File: src/design/b2da_pkg.sv
// ----------------------------------------------------------------------------
// b2da_pkg
// Shared types and constant for the binary to decimal ASCII converter.
// ----------------------------------------------------------------------------
`default_nettype none

package b2da_pkg;

   // ASCII code of '0'
   localparam logic [5:0] ASCII_ZERO = 6'd48;

   // controller -> datapath commands
   typedef struct packed {
      logic load;     // take a new number, clear BCD and bit counter, preset digit counter
      logic dabble;   // one add-3 / shift step
      logic skip;     // drop a leading zero digit
      logic emit;     // move top digit into the output register
   } b2da_cmd_type;

   // datapath -> controller status
   typedef struct packed {
      logic bits_done;  // current dabble step is the final one
      logic top_zero;   // top BCD digit is zero
      logic last_pos;   // top BCD digit is the least significant one left
      logic out_free;   // output register can take a word this cycle
   } b2da_status_type;

endpackage : b2da_pkg

`default_nettype wire

File: src/design/binary_to_decimal_ascii_unit.sv
// ----------------------------------------------------------------------------
// binary_to_decimal_ascii_unit
// Converts an unsigned binary word to decimal ASCII digits, MSD first.
// ----------------------------------------------------------------------------
//
//   channel  direction  ports                                  word
//   req      in         req_valid/req_ready, req_number        one binary number
//   rsp      out        rsp_valid/rsp_ready, rsp_digit_char,   one ASCII digit,
//                       rsp_last_digit                         last flags the LSD
//
// Sequence: accept, then INPUT_WIDTH double dabble steps (one bit per cycle),
//   then strip leading zeros (up to DIGIT_COUNT-1) and leave the strip step,
//   then send the digits one at a time as the output register frees. The
//   bit-serial dabble loop takes the largest share of a conversion.
// Reset: synchronous, active high; clears the sequencer and rsp_valid.
// Stalls: rsp is registered; a digit waits there while the next is readied.
//   req_ready is high only between numbers, once the last digit has been
//   handed to the output register.
// ----------------------------------------------------------------------------
`default_nettype none

module binary_to_decimal_ascii_unit
   import b2da_pkg::*;
#(
   parameter int INPUT_WIDTH = 32,
   parameter int DIGIT_COUNT = 10
) (
   input  wire logic                   clock,
   input  wire logic                   reset,
   input  wire logic                   req_valid,
   output logic                        req_ready,
   input  wire logic [INPUT_WIDTH-1:0] req_number,
   output logic                        rsp_valid,
   input  wire logic                   rsp_ready,
   output logic [5:0]                  rsp_digit_char,
   output logic                        rsp_last_digit
);

   b2da_cmd_type    cmd;     // sequencer commands
   b2da_status_type status;  // datapath flags

   // sequencer
   b2da_ctrl u_ctrl (
      .clock     (clock),
      .reset     (reset),
      .req_valid (req_valid),
      .req_ready (req_ready),
      .status    (status),
      .cmd       (cmd)
   );

   // BCD shift register, counters and output register
   b2da_dpath #(
      .INPUT_WIDTH (INPUT_WIDTH),
      .DIGIT_COUNT (DIGIT_COUNT)
   ) u_dpath (
      .clock          (clock),
      .reset          (reset),
      .cmd            (cmd),
      .status         (status),
      .req_number     (req_number),
      .rsp_valid      (rsp_valid),
      .rsp_ready      (rsp_ready),
      .rsp_digit_char (rsp_digit_char),
      .rsp_last_digit (rsp_last_digit)
   );

endmodule : binary_to_decimal_ascii_unit

`default_nettype wire

File: src/design/b2da_dpath.sv
// ----------------------------------------------------------------------------
// b2da_dpath
// Double dabble shift register, digit counters and output word register.
// ----------------------------------------------------------------------------
`default_nettype none

module b2da_dpath
   import b2da_pkg::*;
#(
   parameter int INPUT_WIDTH = 32,
   parameter int DIGIT_COUNT = 10
) (
   input  wire logic                   clock,
   input  wire logic                   reset,
   input  wire b2da_cmd_type           cmd,
   output b2da_status_type             status,
   input  wire logic [INPUT_WIDTH-1:0] req_number,
   output logic                        rsp_valid,
   input  wire logic                   rsp_ready,
   output logic [5:0]                  rsp_digit_char,
   output logic                        rsp_last_digit
);

   localparam int BCD_W = 4 * DIGIT_COUNT;
   localparam int BCW   = (INPUT_WIDTH > 1) ? $clog2(INPUT_WIDTH) : 1;
   localparam int DCW   = $clog2(DIGIT_COUNT + 1);

   logic [INPUT_WIDTH-1:0] bin_ff,     bin_in;
   logic [BCD_W-1:0]       bcd_ff,     bcd_in;
   logic [BCW-1:0]         bit_cnt_ff, bit_cnt_in;
   logic [DCW-1:0]         dig_cnt_ff, dig_cnt_in;
   logic                   valid_ff,   valid_in;
   logic [5:0]             char_ff,    char_in;
   logic                   last_ff,    last_in;

   logic [BCD_W-1:0]       bcd_adj;
   logic [3:0]             top_digit;

   // add 3 to every digit of 5 or more; digits are independent
   always_comb begin
      for (int i = 0; i < DIGIT_COUNT; i++) begin
         if (bcd_ff[4*i +: 4] >= 4'd5) begin
            bcd_adj[4*i +: 4] = bcd_ff[4*i +: 4] + 4'd3;
         end else begin
            bcd_adj[4*i +: 4] = bcd_ff[4*i +: 4];
         end
      end
   end

   assign top_digit = bcd_ff[BCD_W-1 -: 4];

   assign status.bits_done = (bit_cnt_ff == BCW'(INPUT_WIDTH - 1));
   assign status.top_zero  = (top_digit == 4'd0);
   assign status.last_pos  = (dig_cnt_ff == DCW'(1));
   assign status.out_free  = !valid_ff || rsp_ready;

   always_comb begin
      bin_in     = bin_ff;
      bcd_in     = bcd_ff;
      bit_cnt_in = bit_cnt_ff;
      dig_cnt_in = dig_cnt_ff;
      char_in    = char_ff;
      last_in    = last_ff;
      valid_in   = valid_ff && !rsp_ready;
      if (cmd.load) begin
         bin_in     = req_number;
         bcd_in     = '0;
         bit_cnt_in = '0;
         dig_cnt_in = DCW'(DIGIT_COUNT);
      end else if (cmd.dabble) begin
         // carry out of the top digit drops off the end
         bcd_in     = {bcd_adj[BCD_W-2:0], bin_ff[INPUT_WIDTH-1]};
         bin_in     = {bin_ff[INPUT_WIDTH-2:0], 1'b0};
         bit_cnt_in = bit_cnt_ff + BCW'(1);
      end else if (cmd.skip || cmd.emit) begin
         bcd_in     = {bcd_ff[BCD_W-5:0], 4'd0};
         dig_cnt_in = dig_cnt_ff - DCW'(1);
      end
      if (cmd.emit) begin
         char_in  = ASCII_ZERO + {2'b00, top_digit};
         last_in  = status.last_pos;
         valid_in = 1'b1;
      end
   end

   always_ff @(posedge clock) begin
      bin_ff     <= bin_in;
      bcd_ff     <= bcd_in;
      bit_cnt_ff <= bit_cnt_in;
      dig_cnt_ff <= dig_cnt_in;
      char_ff    <= char_in;
      last_ff    <= last_in;
      if (reset) begin
         valid_ff <= 1'b0;
      end else begin
         valid_ff <= valid_in;
      end
   end

   assign rsp_valid      = valid_ff;
   assign rsp_digit_char = char_ff;
   assign rsp_last_digit = last_ff;

endmodule : b2da_dpath

`default_nettype wire

File: src/design/b2da_ctrl.sv
// ----------------------------------------------------------------------------
// b2da_ctrl
// Sequencer: accept, convert, strip leading zeros, emit digits.
// ----------------------------------------------------------------------------
`default_nettype none

module b2da_ctrl
   import b2da_pkg::*;
(
   input  wire logic            clock,
   input  wire logic            reset,
   input  wire logic            req_valid,
   output logic                 req_ready,
   input  wire b2da_status_type status,
   output b2da_cmd_type         cmd
);

   typedef enum logic [3:0] {
      ST_IDLE = 4'b0001,
      ST_CONV = 4'b0010,
      ST_SKIP = 4'b0100,
      ST_EMIT = 4'b1000
   } b2da_state_type;

   b2da_state_type state_ff, state_in;

   assign req_ready = (state_ff == ST_IDLE);

   always_comb begin
      state_in   = state_ff;
      cmd        = '0;
      case (state_ff)
         ST_IDLE: begin
            if (req_valid) begin
               cmd.load = 1'b1;
               state_in = ST_CONV;
            end
         end
         ST_CONV: begin
            cmd.dabble = 1'b1;
            if (status.bits_done) begin
               state_in = ST_SKIP;
            end
         end
         ST_SKIP: begin
            // a zero value keeps its last digit
            if (status.top_zero && !status.last_pos) begin
               cmd.skip = 1'b1;
            end else begin
               state_in = ST_EMIT;
            end
         end
         ST_EMIT: begin
            if (status.out_free) begin
               cmd.emit = 1'b1;
               if (status.last_pos) begin
                  state_in = ST_IDLE;
               end
            end
         end
         default: begin
            state_in = ST_IDLE;
         end
      endcase
   end

   always_ff @(posedge clock) begin
      if (reset) begin
         state_ff <= ST_IDLE;
      end else begin
         state_ff <= state_in;
      end
   end

endmodule : b2da_ctrl

`default_nettype wire
File: config.mk
export PLATFORM = sky130hd
export DESIGN_NAME = binary_to_decimal_ascii_unit
export DESIGN_NICKNAME = d
export VERILOG_FILES = /design/src/design/b2da_pkg.sv /design/src/design/binary_to_decimal_ascii_unit.sv /design/src/design/b2da_dpath.sv /design/src/design/b2da_ctrl.sv
export SDC_FILE = /design/constraint.sdc
export NUM_CORES = 1
export LEC_CHECK = 0
export ABC_AREA = 1
export BUFFER_PORTS_ARGS = -buffer_cell sky130_fd_sc_hd__buf_2
export CAP_MARGIN = 0
export CORE_AREA = 2 2 107 109
export CTS_BUF_LIST = sky130_fd_sc_hd__clkbuf_4 sky130_fd_sc_hd__clkbuf_8
export CTS_CLUSTER_DIAMETER = 40
export CTS_CLUSTER_SIZE = 25
export DETAILED_ROUTE_END_ITERATION = 7
export DIE_AREA = 0 0 109 111
export GPL_TIMING_DRIVEN = 0
export PLACE_DENSITY = 0.73
export SYNTH_ARGS = -nofsm -noshare
export SYNTH_HDL_FRONTEND = slang
export SYNTH_HIERARCHICAL = 1
export SYNTH_SLANG_ARGS = --single-unit
File: constraint.sdc
create_clock -name clock -period 2.5 [get_ports clock]
set_input_delay 0.25 -clock clock [delete_from_list [all_inputs] [get_ports clock]]
set_output_delay 0.25 -clock clock [all_outputs]
set_load 0.02 [all_outputs]
==> flow_metrics.env <==
export IMPL_worstPathRequired_ns=2.75
export IMPL_detail_route_vias_per_cell=4.93
export IMPL_worstSetupEndpointType="flip-flop"
export IMPL_cp_data_arrival_time_ns=2.57
export IMPL_core_area_sq_mm=0.0111
export IMPL_cts_sinks=91
export IMPL_synth_top_area_share=0.209
export IMPL_pin_count=45
export IMPL_rsz0062_at_grt="true"
export IMPL_hold_viol_final=0
export IMPL_root_buffer="clkbuf_8"
export IMPL_drtIter0Drc=366
export IMPL_cp_slowest_cell="dfxtp_1"
export IMPL_cellLeakagePower_nw=2.89
export IMPL_seq_area_frac_synth=0.413
export IMPL_syn_area_per_cell_sq_um=6.92
export IMPL_cts_tree="done"
export IMPL_slew_viol_final=0
export IMPL_grt_max_degree=33
export IMPL_drc=0
export IMPL_cts_hold_buffers=0
export IMPL_post_dp_hpwl_microns=7920
export IMPL_path_cells="inv_1, ha_1, inv_1, or2_2, nor2_1, inv_1, nor2_1, nand3_1, inv_2, nor2_4, nor2_4, clkbuf_4, nand2_1, a21oi_1, o21ai_0"
export IMPL_row_count=39
export IMPL_ys_warnings_count=6
export IMPL_die_height_microns=111
export IMPL_crit_path_start_kind="flip-flop"
export IMPL_cts_buffer_depth=2
export IMPL_synth_most_common_cell="nand2_1"
export IMPL_synth_edf_count=37
export IMPL_overflow=0
export IMPL_min_period_over_period=0.926
export IMPL_drtPass1Iterations=8
export IMPL_multi_input_area_sq_mm=0.00258
export IMPL_fin_cells=970
export IMPL_worst_hold_slack_ns=0.0563
export IMPL_synth_largest_area_cell="edfxtp_1"
export IMPL_hold_class="in2reg"
export IMPL_wl_per_cell_microns=11.6
export IMPL_path_delay_family="simple AND/OR/NAND/NOR gates"
export IMPL_ys_ff_latch=91
export IMPL_ant_nets=0
export IMPL_syn_area_sq_mm=0.00531
export IMPL_initial_utilization=0.480
export IMPL_power_per_cell_area_mw_per_mm2=764
export IMPL_clock_skew_ns=0.00547
export IMPL_ys_flop_type="dfxtp_1"
export IMPL_gp_congestion=0.841
export IMPL_vias=4785
export IMPL_path_max_fanout=10
export IMPL_critPathKind="reg2reg"
export IMPL_regArea_sq_mm=0.00219
export IMPL_synthCells=768
export IMPL_port_buffers=42
export IMPL_antenna_found_initial=0
export IMPL_htreeDepth=3
export IMPL_cts_buffers_inserted=9
export IMPL_antenna_cells=0
export IMPL_total_power_mw=4.53
export IMPL_ys_types=27
export IMPL_critPathMostFrequentCell="inv_1"
export IMPL_die_x_microns=109
export IMPL_slowest_delay_ns=0.36
export IMPL_fmax_mhz=432
export IMPL_grt_pass1_vias=4329
export IMPL_place_inst=954
export IMPL_setup_violations=0
export IMPL_fillers=1101
export IMPL_worst_path_buf_inv=5
export IMPL_yosys_top_cells_count="291 x nand2_1, 104 x inv_1, 88 x nand3_1"
export IMPL_path_clk_slew_ns=0.09
export IMPL_fin_ws_ns=0.186
export IMPL_clock_latency_ns=0.37
export IMPL_drive_above_1_share=0.120
export IMPL_maxCapViolations=0
export IMPL_synthArstFlopShare=0
export IMPL_maxSlewHeadroom=0.414
export IMPL_grt_pass1_wl_microns=19400
export IMPL_place_ws_ns=-0.464
export IMPL_synthTopCellsByArea="edfxtp_1 21%, nand2_1 21%, dfxtp_1 20%, nand3_1 8.3%, inv_1 7.3%"
export IMPL_outcome="finished, final reports clean"
export IMPL_die_area_sq_mm=0.0121
export IMPL_vdd_drop_max_mv=0.610
export IMPL_wirelength_microns=11300
export IMPL_max_slew_worst_pin_slew_ns=0.879
export IMPL_fin_util=0.536
export IMPL_layout_min_cycle_time_ns=2.31
export IMPL_syn_to_final_growth_pct=11.6
export IMPL_grt_use_total=0.199
export IMPL_final_nets=882
-- cells by family after synthesis --
logic type	count (synthesis)	synth area share
adders and majority gates	24	0.0565
other	1	0.000706
xor gates and xnor gates	1	0.00165
AOI/OAI and AO/OA	58	0.0560
buffers and inverters	135	0.105
DFF	91	0.413
and+or+nand+nor	458	0.367
-- metrics by stage --
stage / setup TNS [ns] / cell area, sq um
4_1_cts: 0 / 5920
2_1_floorplan: 0 / 5320
3_5_place_dp: -14.81 / 5710
5_1_grt: -0.0171 / 5930
3_3_place_gp: -15.44 / 5710
6_report: 0 / 5930
-- report_power, final --
part	internal (mW)	total (mW)	switching (mW)
Clock	0.486	1.04	0.555
Combinational	0.394	1.36	0.963
Sequential	2.01	2.14	0.122
-- final cells by class --
type | count | share of cell area
Buffer | 29 | 0.0276
Sequential cell | 91 | 0.370
Clock buffer | 10 | 0.0221
Tap cell | 143 | 0.0302
Timing Repair Buffer | 42 | 0.0354
Inverter | 106 | 0.0671
Multi-Input combinational cell | 543 | 0.436
Clock inverter | 6 | 0.0122
-- state kept, by name, indices dropped and copies added, names as in the netlist --
| register | flops |
|---|---|
| u_dpath/bcd_ff | 40 |
| u_dpath/bit_cnt_ff | 5 |
| u_ctrl/state_ff | 4 |
| u_dpath/bin_ff | 32 |
| u_dpath/rsp_digit_char | 4 |
| u_dpath/dig_cnt_ff | 4 |
| u_dpath/rsp_last_digit | 1 |
| u_dpath/rsp_valid | 1 |
-- metal layers --
| layer | vias up | wire [microns] | track usage |
|---|---|---|---|
| li1 | 2546 | - | - |
| met1 | 2129 | 5590 | 0.275 |
| met2 | 98 | 5090 | 0.318 |
| met3 | 12 | 494 | 0.0317 |
| met4 | 0 | 125 | 0.0658 |
| met5 | - | 0 | 0 |
-- worst reg2reg max path, stage by stage (launching register included) --
cell      delay (ns)
dfxtp_1         0.36
inv_1           0.09
ha_1            0.14
inv_1           0.06
or2_2           0.29
nor2_1          0.09
inv_1           0.05
nor2_1          0.11
nand3_1         0.15
inv_2           0.12
nor2_4          0.08
nor2_4          0.13
clkbuf_4        0.22
nand2_1         0.09
a21oi_1         0.14
o21ai_0         0.10
-- final timing paths --
path                            cells past startpoint                   from  slack [ns]                     to
worst min register to register                      1  u_dpath/bit_cnt_ff[2]        0.48  u_dpath/bit_cnt_ff[2]
worst max register to register                     15     u_dpath/bcd_ff[36]        0.19  u_dpath/dig_cnt_ff[3]
worst max-delay path                               15     u_dpath/bcd_ff[36]        0.19  u_dpath/dig_cnt_ff[3]
worst min-delay path                                2                  reset        0.06      u_dpath/rsp_valid
-- cells in the final DEF (no fill, tap or decap) --
| cell | n |
|---|---|
| clkinv_4 | 1 |
| clkbuf_8 | 9 |
| nand2_4 | 1 |
| a31oi_1 | 1 |
| nand2_1 | 290 |
| inv_1 | 103 |
| inv_2 | 3 |
| bufinv_16 | 1 |
| o21ai_0 | 17 |
| a21oi_2 | 1 |
| nand2_8 | 1 |
| edfxtp_1 | 37 |
| clkbuf_4 | 2 |
| nor2_1 | 39 |
| a21oi_1 | 38 |
| o211ai_1 | 1 |
| buf_2 | 53 |
| clkinvlp_4 | 1 |
| inv_6 | 3 |
| dfxtp_1 | 54 |
| nand4_1 | 21 |
| buf_4 | 6 |
| nor2_4 | 2 |
| buf_6 | 2 |
| nand3_2 | 3 |
| xor2_1 | 1 |
| clkbuf_1 | 9 |
| ha_1 | 24 |
| nor3_1 | 1 |
| nand3_1 | 88 |
| nor2_2 | 9 |
| conb_1 | 2 |
| or2_2 | 1 |
| and3_1 | 2 |
-- repair_timing --
item                       in CTS  in global routing
resized for setup               2                  4
setup endpoints to repair      32                 54
buffers inserted                0                  0
No activity file was read; power rests on OpenSTA's default activity.
